`src/rtl/twg_pkg.sv`:
```
// shared types, constants and the sine table of the table waveform generator
package twg_pkg;

    // sample phase
    localparam int unsigned SAMPLES = 32;
    localparam int unsigned IDX_W   = $clog2(SAMPLES);
    localparam logic [IDX_W-1:0] IDX_LAST = IDX_W'(SAMPLES - 1);

    // field and register widths
    localparam int unsigned SEL_W    = 2;
    localparam int unsigned PERIOD_W = 16;
    localparam int unsigned PCT_W    = 7;
    localparam int unsigned OFS_W    = 8;
    localparam int unsigned ADDR_W   = 5;
    localparam int unsigned DATA_W   = 32;
    localparam int unsigned TAB_W    = 12;

    // datapath widths
    localparam int unsigned SCALE_W     = PERIOD_W + PCT_W;
    localparam int unsigned QUO_W       = 17;
    localparam int unsigned NUM_W       = 28;
    localparam int unsigned RECIP_W     = 25;
    localparam int unsigned RECIP_SHIFT = 28;
    localparam int unsigned PROD_W      = NUM_W + RECIP_W;
    localparam int unsigned REM_W       = QUO_W + TAB_W;
    localparam int unsigned LEVEL_W     = 19;
    localparam int unsigned HI_W        = 12;

    // divisors, rounding terms and their reciprocals
    localparam int unsigned DIV_PCT  = 200;
    localparam int unsigned DIV_SINE = 4095;
    localparam int unsigned DIV_TRI  = SAMPLES / 2 - 1;
    localparam int unsigned RND_SINE = 2047;
    localparam int unsigned RND_TRI  = DIV_TRI / 2;
    localparam logic [RECIP_W-1:0] RECIP_PCT  = RECIP_W'((64'd1 << RECIP_SHIFT) / DIV_PCT);
    localparam logic [RECIP_W-1:0] RECIP_SINE = RECIP_W'((64'd1 << RECIP_SHIFT) / DIV_SINE);
    localparam logic [RECIP_W-1:0] RECIP_TRI  = RECIP_W'((64'd1 << RECIP_SHIFT) / DIV_TRI);

    // register limits
    localparam logic [PCT_W-1:0] PCT_MIN  = PCT_W'(1);
    localparam logic [PCT_W-1:0] PCT_MAX  = PCT_W'(100);
    localparam logic [PCT_W-1:0] DUTY_MIN = PCT_W'(1);
    localparam logic [PCT_W-1:0] DUTY_MAX = PCT_W'(99);
    localparam logic signed [OFS_W-1:0] OFS_MIN = -8'sd100;
    localparam logic signed [OFS_W-1:0] OFS_MAX = 8'sd100;

    // square high count: idx < (32*duty + 50)/100
    localparam int unsigned HI_SCALE = 100;
    localparam int unsigned HI_MUL   = SAMPLES;
    localparam int unsigned HI_RND   = 50;

    // reset values
    localparam logic [PERIOD_W-1:0]     PERIOD_RST = PERIOD_W'(479);
    localparam logic [PCT_W-1:0]        AMP_RST    = PCT_W'(80);
    localparam logic signed [OFS_W-1:0] OFS_RST    = '0;
    localparam logic [PCT_W-1:0]        DUTY_RST   = PCT_W'(50);

    typedef enum logic [SEL_W-1:0] {
        SHAPE_SINE     = 2'd0,
        SHAPE_TRI      = 2'd1,
        SHAPE_SQUARE   = 2'd2,
        SHAPE_SINE_ALT = 2'd3
    } t_wave;

    typedef enum logic [2:0] {
        REG_WAVE   = 3'd0,
        REG_PERIOD = 3'd1,
        REG_AMP    = 3'd2,
        REG_OFS    = 3'd3,
        REG_DUTY   = 3'd4
    } t_reg_idx;

    typedef struct packed {
        t_wave                     wave;
        logic [PERIOD_W-1:0]       period;
        logic [PCT_W-1:0]          amp_pct;
        logic signed [OFS_W-1:0]   ofs_pct;
        logic [PCT_W-1:0]          high_pct;
    } t_cfg;

    typedef enum logic [3:0] {
        OP_NONE,
        OP_PROD,
        OP_QUO_MID,
        OP_FIX_MID,
        OP_QUO_AMP,
        OP_FIX_AMP,
        OP_WAVE,
        OP_QUO_WAVE,
        OP_FIX_WAVE,
        OP_EMIT
    } t_op;

    typedef struct packed {
        logic accept;
        t_op  op;
    } t_dp_cmd;

    typedef struct packed {
        logic out_free;
    } t_dp_sts;

    typedef enum logic [3:0] {
        ST_IDLE,
        ST_PROD,
        ST_QUO_MID,
        ST_FIX_MID,
        ST_QUO_AMP,
        ST_FIX_AMP,
        ST_WAVE,
        ST_QUO_WAVE,
        ST_FIX_WAVE,
        ST_EMIT
    } t_state;

    // 12-bit sine table over one period
    function automatic logic [TAB_W-1:0] sine_rom(input logic [IDX_W-1:0] idx);
        logic [TAB_W-1:0] val;
        case (idx)
            5'd0:  val = 12'd2048;
            5'd1:  val = 12'd2447;
            5'd2:  val = 12'd2831;
            5'd3:  val = 12'd3185;
            5'd4:  val = 12'd3495;
            5'd5:  val = 12'd3750;
            5'd6:  val = 12'd3939;
            5'd7:  val = 12'd4056;
            5'd8:  val = 12'd4095;
            5'd9:  val = 12'd4056;
            5'd10: val = 12'd3939;
            5'd11: val = 12'd3750;
            5'd12: val = 12'd3495;
            5'd13: val = 12'd3185;
            5'd14: val = 12'd2831;
            5'd15: val = 12'd2447;
            5'd16: val = 12'd2048;
            5'd17: val = 12'd1649;
            5'd18: val = 12'd1265;
            5'd19: val = 12'd911;
            5'd20: val = 12'd601;
            5'd21: val = 12'd346;
            5'd22: val = 12'd157;
            5'd23: val = 12'd40;
            5'd24: val = 12'd0;
            5'd25: val = 12'd40;
            5'd26: val = 12'd157;
            5'd27: val = 12'd346;
            5'd28: val = 12'd601;
            5'd29: val = 12'd911;
            5'd30: val = 12'd1265;
            5'd31: val = 12'd1649;
            default: val = 12'd2048;
        endcase
        return val;
    endfunction

endpackage

```
`src/rtl/twg_regs.sv`:
```
// configuration register file behind the apb-style port
module twg_regs (
    input  logic                         i_clk,
    input  logic                         i_rst_n,
    input  logic                         psel,
    input  logic                         penable,
    input  logic                         pwrite,
    input  logic [twg_pkg::ADDR_W-1:0]   paddr,
    input  logic [twg_pkg::DATA_W-1:0]   pwdata,
    output logic [twg_pkg::DATA_W-1:0]   prdata,
    output logic                         pready,
    output twg_pkg::t_cfg                o_cfg
);

    twg_pkg::t_wave                            r_wave;
    logic [twg_pkg::PERIOD_W-1:0]              r_period;
    logic [twg_pkg::PCT_W-1:0]                 r_amp;
    logic signed [twg_pkg::OFS_W-1:0]          r_ofs;
    logic [twg_pkg::PCT_W-1:0]                 r_duty;
    logic                                      wr_en;
    twg_pkg::t_reg_idx                         reg_idx;

    assign pready  = 1'b1;
    assign wr_en   = psel & penable & pwrite;
    assign reg_idx = twg_pkg::t_reg_idx'(paddr[4:2]);

    // register writes
    always_ff @(posedge i_clk) begin
        if (!i_rst_n) begin
            r_wave   <= twg_pkg::SHAPE_SINE;
            r_period <= twg_pkg::PERIOD_RST;
            r_amp    <= twg_pkg::AMP_RST;
            r_ofs    <= twg_pkg::OFS_RST;
            r_duty   <= twg_pkg::DUTY_RST;
        end else if (wr_en) begin
            unique case (reg_idx)
                twg_pkg::REG_WAVE:   r_wave   <= twg_pkg::t_wave'(pwdata[twg_pkg::SEL_W-1:0]);
                twg_pkg::REG_PERIOD: r_period <= pwdata[twg_pkg::PERIOD_W-1:0];
                twg_pkg::REG_AMP:    r_amp    <= pwdata[twg_pkg::PCT_W-1:0];
                twg_pkg::REG_OFS:    r_ofs    <= $signed(pwdata[twg_pkg::OFS_W-1:0]);
                twg_pkg::REG_DUTY:   r_duty   <= pwdata[twg_pkg::PCT_W-1:0];
                default: ;
            endcase
        end
    end

    // read mux
    always_comb begin
        unique case (reg_idx)
            twg_pkg::REG_WAVE:   prdata = twg_pkg::DATA_W'(r_wave);
            twg_pkg::REG_PERIOD: prdata = twg_pkg::DATA_W'(r_period);
            twg_pkg::REG_AMP:    prdata = twg_pkg::DATA_W'(r_amp);
            twg_pkg::REG_OFS:    prdata = twg_pkg::DATA_W'($unsigned(r_ofs));
            twg_pkg::REG_DUTY:   prdata = twg_pkg::DATA_W'(r_duty);
            default:             prdata = '0;
        endcase
    end

    assign o_cfg = '{wave: r_wave, period: r_period, amp_pct: r_amp,
                     ofs_pct: r_ofs, high_pct: r_duty};

endmodule

```
`src/rtl/twg_ctrl.sv`:
```
// sequencer that steps the datapath through one sample computation
module twg_ctrl (
    input  logic              i_clk,
    input  logic              i_rst_n,
    input  logic              i_in_valid,
    output logic              o_in_stall,
    input  twg_pkg::t_dp_sts  i_sts,
    output twg_pkg::t_dp_cmd  o_cmd
);

    twg_pkg::t_state r_state;
    twg_pkg::t_state n_state;

    // state register
    always_ff @(posedge i_clk) begin
        if (!i_rst_n) begin
            r_state <= twg_pkg::ST_IDLE;
        end else begin
            r_state <= n_state;
        end
    end

    // next state and datapath commands
    always_comb begin
        n_state      = r_state;
        o_cmd.accept = 1'b0;
        o_cmd.op     = twg_pkg::OP_NONE;
        o_in_stall   = 1'b1;
        unique case (r_state)
            twg_pkg::ST_IDLE: begin
                o_in_stall = 1'b0;
                if (i_in_valid) begin
                    o_cmd.accept = 1'b1;
                    n_state      = twg_pkg::ST_PROD;
                end
            end
            twg_pkg::ST_PROD: begin
                o_cmd.op = twg_pkg::OP_PROD;
                n_state  = twg_pkg::ST_QUO_MID;
            end
            twg_pkg::ST_QUO_MID: begin
                o_cmd.op = twg_pkg::OP_QUO_MID;
                n_state  = twg_pkg::ST_FIX_MID;
            end
            twg_pkg::ST_FIX_MID: begin
                o_cmd.op = twg_pkg::OP_FIX_MID;
                n_state  = twg_pkg::ST_QUO_AMP;
            end
            twg_pkg::ST_QUO_AMP: begin
                o_cmd.op = twg_pkg::OP_QUO_AMP;
                n_state  = twg_pkg::ST_FIX_AMP;
            end
            twg_pkg::ST_FIX_AMP: begin
                o_cmd.op = twg_pkg::OP_FIX_AMP;
                n_state  = twg_pkg::ST_WAVE;
            end
            twg_pkg::ST_WAVE: begin
                o_cmd.op = twg_pkg::OP_WAVE;
                n_state  = twg_pkg::ST_QUO_WAVE;
            end
            twg_pkg::ST_QUO_WAVE: begin
                o_cmd.op = twg_pkg::OP_QUO_WAVE;
                n_state  = twg_pkg::ST_FIX_WAVE;
            end
            twg_pkg::ST_FIX_WAVE: begin
                o_cmd.op = twg_pkg::OP_FIX_WAVE;
                n_state  = twg_pkg::ST_EMIT;
            end
            twg_pkg::ST_EMIT: begin
                // wait until the output register can take the sample
                if (i_sts.out_free) begin
                    o_cmd.op = twg_pkg::OP_EMIT;
                    n_state  = twg_pkg::ST_IDLE;
                end
            end
            default: n_state = twg_pkg::ST_IDLE;
        endcase
    end

endmodule

```
`src/rtl/twg_dp.sv`:
```
// datapath: phase counter, level scaling, reciprocal divider and output register
module twg_dp (
    input  logic                            i_clk,
    input  logic                            i_rst_n,
    input  twg_pkg::t_cfg                   i_cfg,
    input  twg_pkg::t_dp_cmd                i_cmd,
    output twg_pkg::t_dp_sts                o_sts,
    input  logic                            i_restart,
    output logic                            o_out_valid,
    input  logic                            i_out_stall,
    output logic [twg_pkg::PERIOD_W-1:0]    o_compare_value,
    output logic [twg_pkg::IDX_W-1:0]       o_sample_position,
    output logic                            o_period_end
);

    localparam int unsigned IDX_W   = twg_pkg::IDX_W;
    localparam int unsigned QUO_W   = twg_pkg::QUO_W;
    localparam int unsigned NUM_W   = twg_pkg::NUM_W;
    localparam int unsigned PROD_W  = twg_pkg::PROD_W;
    localparam int unsigned REM_W   = twg_pkg::REM_W;
    localparam int unsigned LEVEL_W = twg_pkg::LEVEL_W;
    localparam int unsigned SCALE_W = twg_pkg::SCALE_W;
    localparam int unsigned TAB_W   = twg_pkg::TAB_W;
    localparam int unsigned PCT_W   = twg_pkg::PCT_W;
    localparam int unsigned HI_W    = twg_pkg::HI_W;
    localparam int unsigned PW      = twg_pkg::PERIOD_W;

    // control and payload registers
    logic                        r_out_valid;
    logic [IDX_W-1:0]            r_phase;
    logic [IDX_W-1:0]            r_idx;
    logic [SCALE_W-1:0]          r_pm;
    logic [SCALE_W-1:0]          r_pa;
    logic [QUO_W-1:0]            r_q0;
    logic signed [LEVEL_W-1:0]   r_mid;
    logic [PW-1:0]               r_amp;
    logic [NUM_W-1:0]            r_num;
    logic [QUO_W-1:0]            r_wq;
    logic [PW-1:0]               r_cmp;
    logic [IDX_W-1:0]            r_pos;
    logic                        r_end;

    // combinational terms
    logic [IDX_W-1:0]            idx_sel;
    logic [PCT_W-1:0]            pp_cl;
    logic [PCT_W-1:0]            duty_cl;
    logic signed [7:0]           ofs_cl;
    logic                        ofs_neg;
    logic [PCT_W-1:0]            ofs_mag;
    logic                        is_tri;
    logic                        is_square;
    logic [3:0]                  tri_n;
    logic [NUM_W-1:0]            div_x;
    logic [twg_pkg::RECIP_W-1:0] div_m;
    logic [TAB_W-1:0]            div_d;
    logic [PROD_W-1:0]           prod;
    logic [REM_W-1:0]            q_times_d;
    logic [REM_W-1:0]            rem;
    logic [QUO_W-1:0]            q_fix;
    logic [TAB_W-1:0]            mul_b;
    logic [NUM_W-2:0]            amp_mul;
    logic [NUM_W-1:0]            rnd;
    logic [NUM_W-1:0]            n_num;
    logic signed [LEVEL_W-1:0]   half;
    logic signed [LEVEL_W-1:0]   q_s;
    logic signed [LEVEL_W-1:0]   n_mid;
    logic signed [LEVEL_W-1:0]   amp_s;
    logic signed [LEVEL_W-1:0]   lvl_lo;
    logic signed [LEVEL_W-1:0]   lvl_hi;
    logic signed [LEVEL_W-1:0]   lvl;
    logic signed [LEVEL_W-1:0]   top_s;
    logic [PW-1:0]               n_cmp;
    logic [HI_W-1:0]             hi_lhs;
    logic [HI_W-1:0]             hi_rhs;
    logic                        sq_high;

    // sample index with restart
    assign idx_sel = i_restart ? '0 : r_phase;

    // register clamps
    always_comb begin
        pp_cl = i_cfg.amp_pct;
        if (pp_cl < twg_pkg::PCT_MIN) pp_cl = twg_pkg::PCT_MIN;
        if (pp_cl > twg_pkg::PCT_MAX) pp_cl = twg_pkg::PCT_MAX;
        duty_cl = i_cfg.high_pct;
        if (duty_cl < twg_pkg::DUTY_MIN) duty_cl = twg_pkg::DUTY_MIN;
        if (duty_cl > twg_pkg::DUTY_MAX) duty_cl = twg_pkg::DUTY_MAX;
        ofs_cl = i_cfg.ofs_pct;
        if (ofs_cl < twg_pkg::OFS_MIN) ofs_cl = twg_pkg::OFS_MIN;
        if (ofs_cl > twg_pkg::OFS_MAX) ofs_cl = twg_pkg::OFS_MAX;
    end

    assign ofs_neg   = ofs_cl[7];
    assign ofs_mag   = ofs_neg ? PCT_W'(-ofs_cl) : PCT_W'(ofs_cl);
    assign is_tri    = (i_cfg.wave == twg_pkg::SHAPE_TRI);
    assign is_square = (i_cfg.wave == twg_pkg::SHAPE_SQUARE);

    // triangle step: rises on the first half, mirrors on the second
    assign tri_n = r_idx[IDX_W-1] ? ~r_idx[3:0] : r_idx[3:0];

    // divider operand selection
    always_comb begin
        case (i_cmd.op) inside
            twg_pkg::OP_QUO_MID, twg_pkg::OP_FIX_MID: begin
                div_x = NUM_W'(r_pm);
                div_m = twg_pkg::RECIP_PCT;
                div_d = TAB_W'(twg_pkg::DIV_PCT);
            end
            twg_pkg::OP_QUO_AMP, twg_pkg::OP_FIX_AMP: begin
                div_x = NUM_W'(r_pa);
                div_m = twg_pkg::RECIP_PCT;
                div_d = TAB_W'(twg_pkg::DIV_PCT);
            end
            default: begin
                div_x = r_num;
                div_m = is_tri ? twg_pkg::RECIP_TRI : twg_pkg::RECIP_SINE;
                div_d = is_tri ? TAB_W'(twg_pkg::DIV_TRI) : TAB_W'(twg_pkg::DIV_SINE);
            end
        endcase
    end

    // reciprocal estimate, then one correction step
    assign prod      = PROD_W'(div_x) * PROD_W'(div_m);
    assign q_times_d = REM_W'(r_q0) * REM_W'(div_d);
    assign rem       = REM_W'(div_x) - q_times_d;
    assign q_fix     = r_q0 + QUO_W'(rem >= REM_W'(div_d));

    // mid level from half period and signed offset term
    assign half  = $signed(LEVEL_W'(i_cfg.period[PW-1:1]));
    assign q_s   = $signed(LEVEL_W'(q_fix));
    assign n_mid = ofs_neg ? (half - q_s) : (half + q_s);

    // wave numerator: 2*amp*term plus rounding
    assign mul_b   = is_tri ? TAB_W'(tri_n) : twg_pkg::sine_rom(r_idx);
    assign amp_mul = (NUM_W-1)'(r_amp) * (NUM_W-1)'(mul_b);
    assign rnd     = is_tri ? NUM_W'(twg_pkg::RND_TRI) : NUM_W'(twg_pkg::RND_SINE);
    assign n_num   = {amp_mul, 1'b0} + rnd;

    // square high window: 100*(idx+1) <= 32*duty + 50
    assign hi_lhs  = HI_W'({1'b0, r_idx} + (IDX_W+1)'(1)) * HI_W'(twg_pkg::HI_SCALE);
    assign hi_rhs  = HI_W'(duty_cl) * HI_W'(twg_pkg::HI_MUL) + HI_W'(twg_pkg::HI_RND);
    assign sq_high = (hi_lhs <= hi_rhs);

    // final level and clamp to 0..period
    assign amp_s  = $signed(LEVEL_W'(r_amp));
    assign lvl_lo = r_mid - amp_s;
    assign lvl_hi = r_mid + amp_s;
    assign top_s  = $signed(LEVEL_W'(i_cfg.period));
    always_comb begin
        if (is_square) begin
            lvl = sq_high ? lvl_hi : lvl_lo;
        end else begin
            lvl = lvl_lo + $signed(LEVEL_W'(r_wq));
        end
        if (lvl < 0) begin
            n_cmp = '0;
        end else if (lvl > top_s) begin
            n_cmp = i_cfg.period;
        end else begin
            n_cmp = lvl[PW-1:0];
        end
    end

    // phase counter
    always_ff @(posedge i_clk) begin
        if (!i_rst_n) begin
            r_phase <= '0;
        end else if (i_cmd.accept) begin
            r_phase <= idx_sel + IDX_W'(1);
        end
    end

    // computation registers
    always_ff @(posedge i_clk) begin
        if (i_cmd.accept) begin
            r_idx <= idx_sel;
        end
        case (i_cmd.op)
            twg_pkg::OP_PROD: begin
                r_pm <= SCALE_W'(i_cfg.period) * SCALE_W'(ofs_mag);
                r_pa <= SCALE_W'(i_cfg.period) * SCALE_W'(pp_cl);
            end
            twg_pkg::OP_QUO_MID,
            twg_pkg::OP_QUO_AMP,
            twg_pkg::OP_QUO_WAVE: r_q0 <= prod[twg_pkg::RECIP_SHIFT +: QUO_W];
            twg_pkg::OP_FIX_MID:  r_mid <= n_mid;
            twg_pkg::OP_FIX_AMP:  r_amp <= q_fix[PW-1:0];
            twg_pkg::OP_WAVE:     r_num <= n_num;
            twg_pkg::OP_FIX_WAVE: r_wq <= q_fix;
            twg_pkg::OP_EMIT: begin
                r_cmp <= n_cmp;
                r_pos <= r_idx;
                r_end <= (r_idx == twg_pkg::IDX_LAST);
            end
            default: ;
        endcase
    end

    // output valid: set on emit, cleared when the transaction completes
    always_ff @(posedge i_clk) begin
        if (!i_rst_n) begin
            r_out_valid <= 1'b0;
        end else if (i_cmd.op == twg_pkg::OP_EMIT) begin
            r_out_valid <= 1'b1;
        end else if (!i_out_stall) begin
            r_out_valid <= 1'b0;
        end
    end

    assign o_sts.out_free    = !r_out_valid || !i_out_stall;
    assign o_out_valid       = r_out_valid;
    assign o_compare_value   = r_cmp;
    assign o_sample_position = r_pos;
    assign o_period_end      = r_end;

endmodule

```
`src/rtl/table_waveform_generator_core.sv`:
```
// top level of the table waveform generator
//
// Each input transaction is one sample strobe; its restart bit returns the
// phase to sample 0 first. Each strobe yields one output transaction with
// the PWM compare value, the sample position (0..31) and a period-end flag.
// Channels use valid/stall: a transaction completes on a clock edge with
// valid high and stall low. The apb-style port holds wave select, period,
// amplitude, offset and duty at byte addresses 0, 4, 8, 12 and 16.
//
// One sample is in work at a time and the sequencer walks nine steps
// through a shared reciprocal divider (mid level, amplitude, wave term).
// Its emit step waits for a free output register and loads it; o_out_valid
// is registered and set by that step. A new strobe is taken only after the
// emit step, when the sequencer is back in idle.
// While the receiver stalls the result holds in the output register; the
// next sample is still taken and computed, then waits until the register
// frees. Reset (synchronous, active low) zeroes the phase, empties the
// output register and loads the register defaults.
module table_waveform_generator_core (
    input  logic                          i_clk,
    input  logic                          i_rst_n,
    // sample strobe channel
    input  logic                          i_in_valid,
    output logic                          o_in_stall,
    input  logic                          i_restart,
    // result channel
    output logic                          o_out_valid,
    input  logic                          i_out_stall,
    output logic [twg_pkg::PERIOD_W-1:0]  o_compare_value,
    output logic [twg_pkg::IDX_W-1:0]     o_sample_position,
    output logic                          o_period_end,
    // configuration port
    input  logic                          psel,
    input  logic                          penable,
    input  logic                          pwrite,
    input  logic [twg_pkg::ADDR_W-1:0]    paddr,
    input  logic [twg_pkg::DATA_W-1:0]    pwdata,
    output logic [twg_pkg::DATA_W-1:0]    prdata,
    output logic                          pready
);

    twg_pkg::t_cfg    cfg;
    twg_pkg::t_dp_cmd cmd;
    twg_pkg::t_dp_sts sts;

    // configuration registers
    twg_regs u_regs (
        .i_clk   (i_clk),
        .i_rst_n (i_rst_n),
        .psel    (psel),
        .penable (penable),
        .pwrite  (pwrite),
        .paddr   (paddr),
        .pwdata  (pwdata),
        .prdata  (prdata),
        .pready  (pready),
        .o_cfg   (cfg)
    );

    // sequencer
    twg_ctrl u_ctrl (
        .i_clk      (i_clk),
        .i_rst_n    (i_rst_n),
        .i_in_valid (i_in_valid),
        .o_in_stall (o_in_stall),
        .i_sts      (sts),
        .o_cmd      (cmd)
    );

    // datapath
    twg_dp u_dp (
        .i_clk             (i_clk),
        .i_rst_n           (i_rst_n),
        .i_cfg             (cfg),
        .i_cmd             (cmd),
        .o_sts             (sts),
        .i_restart         (i_restart),
        .o_out_valid       (o_out_valid),
        .i_out_stall       (i_out_stall),
        .o_compare_value   (o_compare_value),
        .o_sample_position (o_sample_position),
        .o_period_end      (o_period_end)
    );

endmodule

```
`config.mk`:
```
export PLATFORM = sky130hd
export DESIGN_NAME = table_waveform_generator_core
export DESIGN_NICKNAME = d
export VERILOG_FILES = /design/src/rtl/twg_pkg.sv /design/src/rtl/twg_regs.sv /design/src/rtl/twg_ctrl.sv /design/src/rtl/twg_dp.sv /design/src/rtl/table_waveform_generator_core.sv
export SDC_FILE = /design/constraint.sdc
export NUM_CORES = 2
export LEC_CHECK = 0
export BUFFER_PORTS_ARGS = -buffer_cell sky130_fd_sc_hd__buf_2
export CORE_ASPECT_RATIO = 0.75
export CORE_MARGIN = 2
export CORE_UTILIZATION = 45
export CTS_CLUSTER_DIAMETER = 30
export DETAILED_ROUTE_END_ITERATION = 10
export HOLD_SLACK_MARGIN = 0.03
export SLEW_MARGIN = 20
export SYNTH_ARGS = -nofsm -noshare
export SYNTH_HDL_FRONTEND = slang
export SYNTH_HIERARCHICAL = 1
export SYNTH_SLANG_ARGS = --single-unit
export TNS_END_PERCENT = 5
```
`constraint.sdc`:
```
create_clock -name i_clk -period 10.87 [get_ports i_clk]
set_clock_uncertainty 0.05 [all_clocks]
set_input_delay 0.5435 -clock i_clk [delete_from_list [all_inputs] [get_ports i_clk]]
set_output_delay 0.5435 -clock i_clk [all_outputs]
set_load 0.02 [all_outputs]
```
==> run summary <==
ANT nets after route = 0
Worst setup EP type = flop
Core Box Area = 109200 µm²
Drt initial violations = 3323
NumNets Final = 7173
Max frequency = 94.83 MHz
DPL Wire Length = 127800 µm
Slowest-stage cell, CP = fa_1
Inserted Clock Buffers = 47
Clk Latency, worst-skew pair = 620 ps
Worst path most repeated cell = buf_4
Die width = 386.9 µm
Crit path largest cell delay = 550 ps
Max-cap violations = 0
Via-to-Cell Ratio = 5.437
First-pass GRT wire length = 235000 µm
Initial antenna violation count = 5
Filler cell count = 10.23k
Largest buffer count on any clock path = 3
Yosys warns = 6
Hold Startpoint = pwdata[14]
# clock sinks = 231
Most instantiated library cell after synthesis = inv_1
Number of diodes = 0
Vias = 39.00k
DRC viols = 0
Worst endpoint required time = 11190 ps
CTS Root Cell = clkbuf_16
Worst-Margin Slew = 1119 ps
Final WS setup = 324.3 ps
Die H = 291.2 µm
Avg Cell Area, Syn = 9.196 µm²
Total die area = 112700 µm²
Minimum clock period = 10550 ps
Pre-CTS setup slack = -349.0 ps
Share of the yosys chip area belonging to registers = 12.76%
Final GP Congestion = 0.9919
Initial Util = 45.33%
Top FF cell, synth = edfxtp_1
Avg WL per Cell = 21.10 µm
EDFF count, synth = 169
Synth cell count leaders = inv_1, fa_1, ha_1
Number of I/O port buffers = 66
Post-synth top area cell = fa_1
CP startpoint kind = flop
CTS tree = done
Hold Path Class = in2reg
Final setup fails = 0
Final Slew Violations = 0
WL final = 151300 µm
Synth Cell Area = 49480 µm²
Pin count of the biggest net entering global routing = 75
Setup CP Type = reg2reg
H-tree depth = 2
Hold-fix buffers, CTS = 0
Fin area = 55530 µm²
Rows = 105
Worst Setup SP = u_ctrl/r_state[3]$_SDFFE_PN0P_
Gr ovfl total = 0
Fraction of layout cells with a size suffix above 1 = 11.17%
Share of Yosys cell area claimed by the top area cell type = 30.71%
Mapped Cells = 5381
Ys async rst share = 0%
Final period utilization = 97.02%
Status = finished clean
1st-pass router iterations = 5
Area delta synth->final = 12.21%
Via count of the first global-routing pass = 38.99k
Post-Route Setup TNS = 0 ps
Fin. Hold Viols = 0
FF-to-FF Start = u_ctrl/r_state[3]$_SDFFE_PN0P_
I/O pin cnt = 102
Yosys reg bits = 231
Area after DPL = 53600 µm²
Finished Core Util = 50.86%
All-Layer GR Usage = 27.12%
Crit-path max FO = 4
Largest cells by area after synthesis = fa_1, ha_1, edfxtp_1
Slew headroom = 25.27%
Crit path DAT = 10870 ps
Clock-pin slew on the worst setup and hold paths = 60 ps
Yosys cell types = 112
what timing repair did:
action,4_1_cts,5_1_grt
resized for setup,9,50
pin swaps,1,24
endpoints found under the setup margin,5,12
buffers inserted,0,1
cloned,0,0
layout make-up:
| type | instances | area, µm² | area share, % |
|---|---|---|---|
| inverters | 1043 | 3915 | 7.051 |
| clock buffers | 50 | 1187 | 2.138 |
| well taps | 1444 | 1807 | 3.254 |
| flip-flops and latches | 231 | 6317 | 11.38 |
| multi-input cells | 3951 | 38850 | 69.96 |
| clock inverters | 37 | 483.0 | 0.8698 |
| repair buffers | 416 | 2969 | 5.347 |
metal layers:
| metal | track usage, % | share of wire [%] |
|---|---|---|
| met3 | 6.400 | 9.6 |
| met2 | 37.60 | 40 |
| met4 | 3.788 | 1.3 |
| met5 | 0 | 0.0079 |
| met1 | 43.07 | 49 |
worst max-delay path, delay by kind of cell (launching register included):
kind,cells,cell delay (ps)
compound gates,15,2480
flops,1,340
fa+ha+maj,10,3550
buf+inv,10,1220
simple gates,9,1990
xor+xnor,4,700
cells by family after synthesis:
| logic type | synth area share, % |
|---|---|
| fa+ha+maj | 47.87 |
| simple gates | 13.13 |
| buf+inv | 9.737 |
| compound gates | 11.03 |
| flops | 12.76 |
| xor+xnor | 4.023 |
| mux | 1.406 |
| other cells | 0.03033 |
path summary, 6_finish.rpt:
path / endpoint / slack (ps) / cells past startpoint
worst max-delay path: u_dp/r_mid[16]$_DFFE_PP_ / 320 / 48
worst max register to register: u_dp/r_mid[16]$_DFFE_PP_ / 320 / 48
worst min register to register: u_regs/r_amp[2]$_SDFFE_PN0P_ / 440 / 2
worst min-delay path: u_regs/r_period[14]$_SDFFE_PN0P_ / 120 / 3
registers in the layout (all words and copies together), names as in the netlist, named ones only:
| name | cells |
|---|---|
| u_ctrl/r_state | 4 |
| u_dp/o_compare_value | 16 |
| u_dp/o_out_valid | 1 |
| u_dp/o_period_end | 1 |
| u_dp/o_sample_position | 5 |
| u_dp/r_amp | 16 |
| u_dp/r_idx | 5 |
| u_dp/r_mid | 19 |
| u_dp/r_num | 27 |
| u_dp/r_pa | 23 |
| u_dp/r_phase | 5 |
| u_dp/r_pm | 23 |
| u_dp/r_q0 | 17 |
| u_dp/r_wq | 17 |
| u_regs/r_amp | 7 |
| u_regs/r_duty | 7 |
| u_regs/r_ofs | 8 |
| u_regs/r_period | 16 |
| u_regs/r_wave | 2 |
through the flow:
step / hold WS [ps] / instances
finish: 116.4 / 7172
global route: 103.3 / 7172
CTS: 80.13 / 7171
detailed placement: 429.8 / 7084
global placement: 431.1 / 7084
floorplan: 370.6 / 5430
layout by cell type, fill, tap and decap left out, types with 75 or more instances in the layout:
master       n
edfxtp_1   169
buf_4      347
o21ai_0    148
fa_1       756
and3_1     101
nor2_1     277
ha_1       677
nand2_1    527
inv_1     1036
nor3_1      75
and2_1     118
xnor2_1    163
a21oi_1    167
Power is not shown: default switching activity piles up to over one toggle a cycle in this logic, so the estimate is an artifact.
